===== config.mk =====
export PLATFORM = sky130hd
export DESIGN_NAME = windowed_level_detector_counter
export DESIGN_NICKNAME = d
export VERILOG_FILES = /design/src/rtl/core/wldc_pkg.sv /design/src/rtl/core/wldc_front.sv /design/src/rtl/core/wldc_fifo.sv /design/src/rtl/core/wldc_back.sv /design/src/rtl/core/windowed_level_detector_counter.sv
export SDC_FILE = /design/constraint.sdc
export NUM_CORES = 1
export LEC_CHECK = 0
export ABC_AREA = 1
export CORE_ASPECT_RATIO = 1.25
export CORE_MARGIN = 2
export CORE_UTILIZATION = 69
export DETAILED_ROUTE_END_ITERATION = 8
export DONT_BUFFER_PORTS = 1
export PLACE_DENSITY = 0.85
export SYNTH_ARGS = -nofsm -noshare
export SYNTH_HDL_FRONTEND = slang
export SYNTH_SLANG_ARGS = --single-unit

===== constraint.sdc =====
create_clock -name clk -period 8.6 [get_ports clk]
set_input_delay 0.43 -clock clk [delete_from_list [all_inputs] [get_ports clk]]
set_output_delay 0.43 -clock clk [all_outputs]
set_load 0.01 [all_outputs]

===== src/rtl/core/wldc_pkg.sv =====
`timescale 1ns / 1ps
package wldc_pkg;

  localparam int SAMPLE_W    = 12;
  localparam int COUNT_W     = 16;
  localparam int CFG_IDX_W   = 2;
  localparam int QUEUE_DEPTH = 4;
  localparam int QA_W        = $clog2(QUEUE_DEPTH);
  localparam int QC_W        = $clog2(QUEUE_DEPTH + 1);

  localparam logic [CFG_IDX_W-1:0] CFG_EMPTY_THR = 2'd0;
  localparam logic [CFG_IDX_W-1:0] CFG_FULL_THR  = 2'd1;

  localparam logic [SAMPLE_W-1:0] EMPTY_THR_RST = 12'd900;
  localparam logic [SAMPLE_W-1:0] FULL_THR_RST  = 12'd3500;

  typedef enum logic [1:0] {
    EVT_NONE    = 2'd0,
    EVT_EMPTIED = 2'd1,
    EVT_FULL    = 2'd2
  } evt_code_t;

  typedef struct packed {
    logic                is_load;
    logic [COUNT_W-1:0]  count_value;
    logic                full;
    logic [SAMPLE_W-1:0] mean;
  } item_t;

  typedef struct packed {
    logic            empty;
    logic            full;
    logic [QC_W-1:0] count;
  } q_stat_t;

  typedef struct packed {
    logic                mean_valid;
    logic [SAMPLE_W-1:0] mean_level;
    logic                armed;
    logic [COUNT_W-1:0]  event_count;
    evt_code_t           event_code;
    logic                even_cue;
  } result_t;

endpackage


===== src/rtl/core/wldc_front.sv =====
`timescale 1ns / 1ps
module wldc_front #(
  parameter int WINDOW_LEN = 20
) (
  input  logic                           clk,
  input  logic                           rst_n,
  input  logic                           in_push,
  output logic                           in_full,
  input  logic                           in_req_type,
  input  logic [wldc_pkg::SAMPLE_W-1:0]  in_sample,
  input  logic [wldc_pkg::COUNT_W-1:0]   in_counter_value,
  input  wldc_pkg::q_stat_t              q_stat,
  output logic                           q_push,
  output wldc_pkg::item_t                q_item
);

  localparam int SLOT_W = $clog2(WINDOW_LEN);
  localparam int FILL_W = $clog2(WINDOW_LEN + 1);
  localparam int SUM_W  = wldc_pkg::SAMPLE_W + $clog2(WINDOW_LEN);
  localparam int MUL_S  = SUM_W + $clog2(WINDOW_LEN);
  localparam int PROD_W = 2 * SUM_W + 1;
  localparam longint unsigned MUL_M = ((64'd1 << MUL_S) + WINDOW_LEN - 1) / WINDOW_LEN;
  localparam logic [SUM_W:0] MUL_K = (SUM_W + 1)'(MUL_M);

  logic [wldc_pkg::SAMPLE_W-1:0] win_mem [WINDOW_LEN];
  logic [wldc_pkg::SAMPLE_W-1:0] old_r;
  logic [SLOT_W-1:0]             slot_r;
  logic [SLOT_W-1:0]             slot_nxt;
  logic [SLOT_W-1:0]             rd_addr;
  logic [FILL_W-1:0]             fill_r;
  logic [SUM_W-1:0]              sum_r;
  logic [SUM_W-1:0]              sum_nxt;
  logic                          stg_v_r;
  logic                          stg_load_r;
  logic [wldc_pkg::COUNT_W-1:0]  stg_cnt_r;
  logic                          accept;
  logic                          smp;
  logic                          win_full;
  logic [wldc_pkg::QC_W:0]       occ;
  logic [PROD_W-1:0]             prod;

  assign accept   = in_push && !in_full;
  assign smp      = accept && !in_req_type;
  assign win_full = (fill_r == FILL_W'(WINDOW_LEN));
  assign slot_nxt = (slot_r == SLOT_W'(WINDOW_LEN - 1)) ? '0 : slot_r + 1'b1;
  assign rd_addr  = smp ? slot_nxt : slot_r;
  assign sum_nxt  = sum_r + SUM_W'(in_sample) - (win_full ? SUM_W'(old_r) : '0);

  assign occ     = (wldc_pkg::QC_W + 1)'(q_stat.count) + (wldc_pkg::QC_W + 1)'(stg_v_r);
  assign in_full = (occ >= (wldc_pkg::QC_W + 1)'(wldc_pkg::QUEUE_DEPTH));

  // prefetch the slot that the next sample overwrites
  always_ff @(posedge clk) begin
    if (smp) begin
      win_mem[slot_r] <= in_sample;
    end
    old_r <= win_mem[rd_addr];
  end

  always_ff @(posedge clk) begin
    if (!rst_n) begin
      slot_r  <= '0;
      fill_r  <= '0;
      sum_r   <= '0;
      stg_v_r <= 1'b0;
    end else begin
      stg_v_r <= accept;
      if (smp) begin
        slot_r <= slot_nxt;
        sum_r  <= sum_nxt;
        if (!win_full) begin
          fill_r <= fill_r + 1'b1;
        end
      end
    end
  end

  always_ff @(posedge clk) begin
    if (accept) begin
      stg_load_r <= in_req_type;
      stg_cnt_r  <= in_counter_value;
    end
  end

  assign prod = PROD_W'(sum_r) * PROD_W'(MUL_K);

  assign q_push             = stg_v_r;
  assign q_item.is_load     = stg_load_r;
  assign q_item.count_value = stg_cnt_r;
  assign q_item.full        = win_full;
  assign q_item.mean        = prod[MUL_S +: wldc_pkg::SAMPLE_W];

endmodule


===== src/rtl/core/wldc_fifo.sv =====
`timescale 1ns / 1ps
module wldc_fifo (
  input  logic              clk,
  input  logic              rst_n,
  input  logic              push,
  input  wldc_pkg::item_t   push_item,
  input  logic              pop,
  output wldc_pkg::item_t   pop_item,
  output wldc_pkg::q_stat_t stat
);

  wldc_pkg::item_t             entry_r [wldc_pkg::QUEUE_DEPTH];
  logic [wldc_pkg::QA_W-1:0]   wr_ptr_r;
  logic [wldc_pkg::QA_W-1:0]   rd_ptr_r;
  logic [wldc_pkg::QC_W-1:0]   cnt_r;
  logic                        do_push;
  logic                        do_pop;

  assign do_push = push && !stat.full;
  assign do_pop  = pop && !stat.empty;

  assign stat.empty = (cnt_r == '0);
  assign stat.full  = (cnt_r == wldc_pkg::QC_W'(wldc_pkg::QUEUE_DEPTH));
  assign stat.count = cnt_r;
  assign pop_item   = entry_r[rd_ptr_r];

  always_ff @(posedge clk) begin
    if (do_push) begin
      entry_r[wr_ptr_r] <= push_item;
    end
  end

  always_ff @(posedge clk) begin
    if (!rst_n) begin
      wr_ptr_r <= '0;
      rd_ptr_r <= '0;
      cnt_r    <= '0;
    end else begin
      if (do_push) begin
        wr_ptr_r <= wr_ptr_r + 1'b1;
      end
      if (do_pop) begin
        rd_ptr_r <= rd_ptr_r + 1'b1;
      end
      case ({do_push, do_pop})
        2'b10:   cnt_r <= cnt_r + 1'b1;
        2'b01:   cnt_r <= cnt_r - 1'b1;
        default: cnt_r <= cnt_r;
      endcase
    end
  end

endmodule


===== src/rtl/core/wldc_back.sv =====
`timescale 1ns / 1ps
module wldc_back (
  input  logic                          clk,
  input  logic                          rst_n,
  input  logic [wldc_pkg::SAMPLE_W-1:0] empty_thr,
  input  logic [wldc_pkg::SAMPLE_W-1:0] full_thr,
  input  wldc_pkg::item_t               q_item,
  input  logic                          q_empty,
  output logic                          q_pop,
  input  logic                          out_pop,
  output logic                          out_empty,
  output wldc_pkg::result_t             res
);

  logic                         armed_r;
  logic                         armed_nxt;
  logic [wldc_pkg::COUNT_W-1:0] events_r;
  logic [wldc_pkg::COUNT_W-1:0] events_nxt;
  logic                         res_v_r;
  wldc_pkg::result_t            res_r;
  wldc_pkg::result_t            res_nxt;
  wldc_pkg::evt_code_t          code;
  logic                         cue;
  logic                         take;

  assign take = !q_empty && (!res_v_r || out_pop);

  always_comb begin
    armed_nxt  = armed_r;
    events_nxt = events_r;
    code       = wldc_pkg::EVT_NONE;
    cue        = 1'b0;
    if (q_item.is_load) begin
      events_nxt = q_item.count_value;
    end else if (q_item.full) begin
      if (!armed_r && (q_item.mean < empty_thr)) begin
        cue       = !events_r[0];
        armed_nxt = 1'b1;
        code      = wldc_pkg::EVT_EMPTIED;
      end else if (armed_r && (q_item.mean >= full_thr)) begin
        if (events_r != '1) begin
          events_nxt = events_r + 1'b1;
        end
        armed_nxt = 1'b0;
        code      = wldc_pkg::EVT_FULL;
      end
    end
  end

  always_comb begin
    res_nxt.mean_valid  = q_item.full;
    res_nxt.mean_level  = q_item.full ? q_item.mean : '0;
    res_nxt.armed       = armed_nxt;
    res_nxt.event_count = events_nxt;
    res_nxt.event_code  = code;
    res_nxt.even_cue    = cue;
  end

  always_ff @(posedge clk) begin
    if (!rst_n) begin
      armed_r  <= 1'b0;
      events_r <= '0;
      res_v_r  <= 1'b0;
    end else begin
      if (take) begin
        armed_r  <= armed_nxt;
        events_r <= events_nxt;
        res_v_r  <= 1'b1;
      end else if (out_pop) begin
        res_v_r <= 1'b0;
      end
    end
  end

  always_ff @(posedge clk) begin
    if (take) begin
      res_r <= res_nxt;
    end
  end

  assign q_pop     = take;
  assign out_empty = !res_v_r;
  assign res       = res_r;

endmodule


===== src/rtl/core/windowed_level_detector_counter.sv =====
`timescale 1ns / 1ps
// Sliding-window level detector with hysteresis and a saturating event counter. It takes one
// word per clock and returns one word per clock while the result side pops; a word passes the
// staging register, the queue and the result register. The window store is a single-port-write
// memory whose read port prefetches the slot the next sample overwrites, so the running sum
// updates on each sample; the mean is the sum times a fixed reciprocal, one multiply a
// cycle. A four-word queue sits between the window and detector stages; full rises once queue
// and staged word fill it. Threshold writes are accepted at once; write them only while idle.
module windowed_level_detector_counter #(
  parameter int WINDOW_LEN = 20
) (
  input  logic                           clk,
  input  logic                           rst_n,
  input  logic                           in_push,
  output logic                           in_full,
  input  logic                           in_req_type,
  input  logic [wldc_pkg::SAMPLE_W-1:0]  in_sample,
  input  logic [wldc_pkg::COUNT_W-1:0]   in_counter_value,
  output logic                           out_empty,
  input  logic                           out_pop,
  output logic                           out_mean_valid,
  output logic [wldc_pkg::SAMPLE_W-1:0]  out_mean_level,
  output logic                           out_armed,
  output logic [wldc_pkg::COUNT_W-1:0]   out_event_count,
  output logic [1:0]                     out_event_code,
  output logic                           out_even_cue,
  input  logic                           cfg_valid,
  output logic                           cfg_ready,
  input  logic [wldc_pkg::CFG_IDX_W-1:0] cfg_index,
  input  logic [wldc_pkg::SAMPLE_W-1:0]  cfg_data
);

  logic [wldc_pkg::SAMPLE_W-1:0] empty_thr_r;
  logic [wldc_pkg::SAMPLE_W-1:0] full_thr_r;
  wldc_pkg::q_stat_t             q_stat;
  wldc_pkg::item_t               q_in;
  wldc_pkg::item_t               q_out;
  logic                          q_push;
  logic                          q_pop;
  wldc_pkg::result_t             res;

  assign cfg_ready = 1'b1;

  always_ff @(posedge clk) begin
    if (!rst_n) begin
      empty_thr_r <= wldc_pkg::EMPTY_THR_RST;
      full_thr_r  <= wldc_pkg::FULL_THR_RST;
    end else if (cfg_valid) begin
      case (cfg_index)
        wldc_pkg::CFG_EMPTY_THR: empty_thr_r <= cfg_data;
        wldc_pkg::CFG_FULL_THR:  full_thr_r  <= cfg_data;
        default: ;
      endcase
    end
  end

  wldc_front #(
    .WINDOW_LEN (WINDOW_LEN)
  ) u_front (
    .clk              (clk),
    .rst_n            (rst_n),
    .in_push          (in_push),
    .in_full          (in_full),
    .in_req_type      (in_req_type),
    .in_sample        (in_sample),
    .in_counter_value (in_counter_value),
    .q_stat           (q_stat),
    .q_push           (q_push),
    .q_item           (q_in)
  );

  wldc_fifo u_fifo (
    .clk       (clk),
    .rst_n     (rst_n),
    .push      (q_push),
    .push_item (q_in),
    .pop       (q_pop),
    .pop_item  (q_out),
    .stat      (q_stat)
  );

  wldc_back u_back (
    .clk       (clk),
    .rst_n     (rst_n),
    .empty_thr (empty_thr_r),
    .full_thr  (full_thr_r),
    .q_item    (q_out),
    .q_empty   (q_stat.empty),
    .q_pop     (q_pop),
    .out_pop   (out_pop),
    .out_empty (out_empty),
    .res       (res)
  );

  assign out_mean_valid  = res.mean_valid;
  assign out_mean_level  = res.mean_level;
  assign out_armed       = res.armed;
  assign out_event_count = res.event_count;
  assign out_event_code  = res.event_code;
  assign out_even_cue    = res.even_cue;

  a_no_queue_overflow: assert property (@(posedge clk) disable iff (!rst_n)
    q_push |-> !q_stat.full)
    else $error("window stage pushed into a full queue");

  a_emptied_arms: assert property (@(posedge clk) disable iff (!rst_n)
    (!out_empty && (out_event_code == wldc_pkg::EVT_EMPTIED)) |-> out_armed)
    else $error("emptied word without armed detector");

  a_full_disarms: assert property (@(posedge clk) disable iff (!rst_n)
    (!out_empty && (out_event_code == wldc_pkg::EVT_FULL)) |-> !out_armed)
    else $error("full word with armed detector");

  a_cue_on_emptied: assert property (@(posedge clk) disable iff (!rst_n)
    (!out_empty && out_even_cue) |-> (out_event_code == wldc_pkg::EVT_EMPTIED))
    else $error("even cue outside an emptied word");

  a_no_mean_no_event: assert property (@(posedge clk) disable iff (!rst_n)
    (!out_empty && !out_mean_valid) |->
      ((out_mean_level == '0) && (out_event_code == wldc_pkg::EVT_NONE)))
    else $error("event or level reported before the window filled");

endmodule

Yosys cells after proc, flatten, opt, wreduce, memory -nomap -nowiden
Memories as Yosys holds them, arrays and structs flattened. A register that Yosys moved wholly into a read port is not among the register bits. Cells that the tools add are included.

Add/subtract/negate cells: 10. Multipliers: 1. Divide/modulo/power cells: 0. Magnitude comparators: 3. Eq/ne operators: 7. Shifts and indexed selects: 0. Muxes and demuxes: 23. Bitwise logic cells: 3. Reductions and logical operators: 25.

Operators with widths (count): two-way mux 16 bit (5); multiplier 17 x 16 -> 32 bit (second input constant) (1); adder 17 x 12 -> 17 bit (1); subtractor 17 bit (1); adder 16 x 1 -> 16 bit (second input constant) (1); != test 16 bit (second input constant) (1); greater-or-equal comparator 12 bit (1); < comparator 12 bit (1); two-way mux 12 bit (1); two-way mux 1 bit (11); adder 5 x 1 -> 5 bit (second input constant) (2); equality test 5 bit (second input constant) (2); two-way mux 5 bit (2); logical AND 1 bit (7); zero test 1 bit (7); two-way mux 2 bit (3); case mux 3 bit (2 select lines) (1); AND reduction 2 bit (3); OR reduction 3 bit (2); adder 2 x 1 -> 2 bit (second input constant) (2); adder 3 x 1 -> 4 bit (1); equality test 2 x 1 -> 1 bit (second input constant) (2); greater-or-equal comparator 4 x 3 -> 1 bit (second input constant) (1); nonzero test 2 bit (2); other kinds (9) (11).

Flip-flop bits (word level): 127. Latch bits: 0. RAM bits: 360. ROM bits: 0. Input bits: 48. Output and inout bits: 36. Logic and storage cells: 95. Memories: 2.

Memory list: u_front.win_mem (depth 20, bits a word 12, read ports 1, clocked after memory_dff 1, write ports 1, line wldc_front.sv:25) `logic [wldc_pkg::SAMPLE_W-1:0] win_mem [WINDOW_LEN];`; u_fifo.entry_r (depth 4, bits a word 30, read ports 1, clocked after memory_dff 1, write ports 1, line wldc_fifo.sv:12) `wldc_pkg::item_t entry_r [wldc_pkg::QUEUE_DEPTH];`.

Longest topological paths before layout
Word-level depth: 7. Mapped depth: 24. Depth with buffers taken out: 21.

Hierarchy
Synthesis repeated with hierarchy kept, for this count alone.

Cells, all modules: 2997. Area total of the unflattened synthesis: 28539.9 µm².

Modules (own cells, without submodules): wldc_front (times used 1, cells each 1998, area an instance 18900.6 µm², sequential area each 8518.2 µm²); wldc_fifo (times used 1, cells each 361, area an instance 5011.1 µm², sequential area each 3783.6 µm²); wldc_back (times used 1, cells each 501, area an instance 3584.7 µm², sequential area each 1351.3 µm²); windowed_level_detector_counter (times used 1, cells each 137, area an instance 1043.5 µm², sequential area each 480.5 µm²).

Worst setup path before layout
OpenSTA, ideal clock, no wires.

Kind: reg-to-reg. From: reg u_front.sum_r[5]. To: mem u_fifo.entry_r[0][9] (netlist bit) (data pin). Library setup time: 0.273 ns. Arrival: 4.907 ns. Required time: 8.327 ns. Setup slack: 3.420 ns. Cell stages (with the launch flop): 19. Buffers on the path: 0. Clock period less this slack: 5.180 ns. Path through: dfxtp_1 ha_1 fa_1 inv_1 fa_1 fa_1 inv_1 fa_1 inv_1 fa_1 inv_1 ha_1 nand2_1 nor2_1 nor3b_1 nand3_1 o211ai_1 a21oi_1 xor2_1.

RTL lines: from (decl) (line wldc_front.sv:31) `logic [SUM_W-1:0] sum_r;`; from (signal assigned) (line wldc_front.sv:70) `sum_r <= sum_nxt;`; to (decl) (line wldc_fifo.sv:12).

==> summary.txt <==
Status -> complete, no violations
Drt pass-1 iters -> 6
Reg2reg path depth -> 18
IO Count -> 84
CP required -> 8.97 ns
Min Tclk post-route -> 5.79 ns
Post-Synth Adder-Cell Area -> 15.4%
Initial antenna violation count -> 1
Post-synth EDFFs -> 410
H-tree Lvls -> 2
Hold Path Depth -> 2
Detailed Place HPWL -> 46.8 mm
Commonest non-fill, non-tap cell in the layout -> inv_1
Max-Cap Viols -> 0
Pwr dens -> 316 nW/um^2
DRC viols -> 0
Final hold vios -> 0
Max Clock Skew -> 0.0474 ns
First-pass GRT wire length -> 107 mm
Layout cells sized above 1 -> 4.79%
HP Class -> in2reg
Period utilization -> 67.3%
Most frequent cells in the layout -> 484 x inv_1, 449 x nand2_1, 410 x edfxtp_1
Ys flop type -> edfxtp_1
Initial core utilization -> 69.5%
RePlAce Congestion -> 0.980
Cts hold-fix bufs -> 41
Maximum vdd drop -> 0.334 mV
Area Overhead vs Synth -> 8.80%
Clk_lat worst skew -> 0.62 ns
Final setup fails -> 0
Mux share of post-synthesis cell area -> 0%
RSZ-0062 raised after global routing -> no
Worst Setup End Kind -> register
Syn_area_per_cell -> 9.84 um^2
Yosys reg bits -> 501
Ys async rst share -> 0%
Slew Limit Fails -> 0
Leakage Power -> 0.0132 uW
Total GRT Usage -> 33.3%
Post-synthesis sequential area ratio -> 51.0%
Routed Antenna Nets -> 0
Crit path max fanout -> 7
Vias per Instance -> 5.96
Max-Slew Margin vs Limit -> 16.3%
Die height -> 228 um
Pre-CTS setup slack -> 2.85 ns
Slew @ Worst Pin -> 1.25 ns
DIE WIDTH -> 183 um
Fin cells -> 3384
Yosys Warn Count -> 0
Largest net degree at the start of global routing -> 81
Post-CTS Setup Inserts -> 0
DRT iter0 DRCs -> 1711
TritonCTS clock tree -> done
WP data arrival -> 6.16 ns
Buffer depth of the longest clock path -> 3
Post-Route WL -> 68.8 mm
Reg clk slew, reported paths -> 0.07 ns
Setup TNS -> 0 ns
Synth cell types -> 51
Setup Crit Path Kind -> reg2reg
Compound-cell area share of the yosys netlist -> 6.82%
CORE AREA -> 39900 um^2
Mapped Nets -> 3149
TritonCTS Buffers -> 48
Row count -> 82
Synthesized instance count -> 2819
Startpoint Class -> register
Cell area after synthesis -> 27700 um^2
Clock Sinks -> 501
IO Port Bufs -> 0
CTS Root Cell -> clkbuf_16
Vias in the first global route -> 20200
Routed length per instance -> 20.3 um
Final Net Count -> 3170
DP Cell Count -> 3253
Post-cts sizing count -> 0
GR Overflow Total -> 0
Vias after detailed routing -> 20200
Main combinational cell family by area after synthesis -> simple AND/OR/NAND/NOR gates
Synth Area in XOR/XNOR -> 1.01%
Post-Synth Simple-Gate Area -> 17.4%
Final worst slack -> 2.81 ns
Die Area -> 41800 um^2
Fmax -> 0.173 GHz
synthesized netlist by cell type (all sizes together), types with 2 or more instances:
cell / n / area (um^2)
inv: 493 / 1850
nand2: 453 / 1710
edfxtp: 410 / 12300
nand3: 265 / 1330
nor2: 221 / 832
ha: 182 / 2280
o21ai: 148 / 744
a21oi: 119 / 599
fa: 100 / 2000
dfxtp: 91 / 1820
nand3b: 87 / 653
buf: 52 / 283
clkbuf: 52 / 195
xor2: 26 / 228
o22ai: 24 / 150
nand4: 21 / 161
o211ai: 16 / 120
nor3: 11 / 60.1
o21bai: 6 / 45.0
xnor2: 6 / 52.6
a21o: 5 / 37.5
a31oi: 5 / 37.5
nor4: 5 / 46.3
o21a: 4 / 30.0
o221ai: 4 / 35.0
a211oi: 2 / 15.0
o31ai: 2 / 15.0
cell type report:
class                      count  area, um^2
multi-input combinational   1721       11300
clock inverter                33         340
sequential                   501       14100
fill                        2584        9740
inverter                     493        1850
tap                          504         631
clock buffer                  55        1230
timing repair buffer          75         676
antenna                        2        5.00
critical path: stages (launching register included):
cell and delay [ns]:
dfxtp_1 0.50, ha_1 0.35, fa_1 0.55, inv_1 0.05
fa_1 0.51, fa_1 0.55, inv_1 0.06, fa_1 0.54
inv_1 0.06, fa_1 0.52, inv_1 0.04, ha_1 0.36
nand2_1 0.12, nor2_1 0.15, nor3b_1 0.26, nand3_1 0.10
o211ai_1 0.37, a21oi_1 0.14, xor2_1 0.31
flip-flops by register name, summed over array words and instances (netlist names), named ones only:
register,cells
empty_thr_r,12
full_thr_r,12
u_back.armed_r,1
u_back.events_r,16
u_back.res,33
u_back.res_v_r,1
u_fifo.cnt_r,3
u_fifo.entry_r,120
u_fifo.rd_ptr_r,2
u_fifo.wr_ptr_r,2
u_front.fill_r,5
u_front.old_r,12
u_front.q_push,1
u_front.slot_r,5
u_front.stg_cnt_r,16
u_front.stg_load_r,1
u_front.sum_r,17
u_front.win_mem,240
logic make-up (layout without fill, tap and decap cells):
kind of cell	count (synthesis)	after routing
flip-flops	501	501
buffers and inverters	597	656
adder cells (fa/ha/maj)	282	282
XOR/XNOR	32	32
AND/OR/NAND/NOR	1066	1066
AO/OA/AOI/OAI	340	340
other	1	3
routing by layer:
layer / vias up / global-route usage, % / routed length, um
met5: - / 0 / 0
met3: 202 / 4.71 / 4470
met2: 892 / 62.6 / 37000
li1: 9404 / - / -
met4: 0 / 15.2 / 3240
met1: 9671 / 36.8 / 24100
through the flow:
stage	hold slack (ns)	utilization, %	area (um^2)	total power, uW
floorplan	0.435	-	27700	6320
global placement	0.444	70.6	28200	7260
detailed placement	0.451	70.6	28200	7400
CTS	0.0272	75.6	30200	9520
global route	0.0545	75.6	30200	10200
finish	0.0464	75.6	30200	9550
power breakdown:
group	switching [uW]	internal, uW	total, uW	leakage [uW]
Sequential	206	3130	3330	0.00449
Combinational	2780	1330	4120	0.00797
Clock	937	1160	2100	0.000755
worst paths after layout:
check	start	slack (ns)	to
worst max-delay path	u_front.sum_r[5]$_SDFFE_PN0P_	2.81	u_fifo.entry_r[3][9]$_DFFE_PP_
worst max register to register	u_front.sum_r[5]$_SDFFE_PN0P_	2.81	u_fifo.entry_r[3][9]$_DFFE_PP_
worst min-delay path	cfg_data[3]	0.05	empty_thr_r[3]$_SDFFE_PN0P_
worst min register to register	empty_thr_r[11]$_SDFFE_PN0P_	0.46	empty_thr_r[11]$_SDFFE_PN0P_
(Power assumes the default switching activity.)
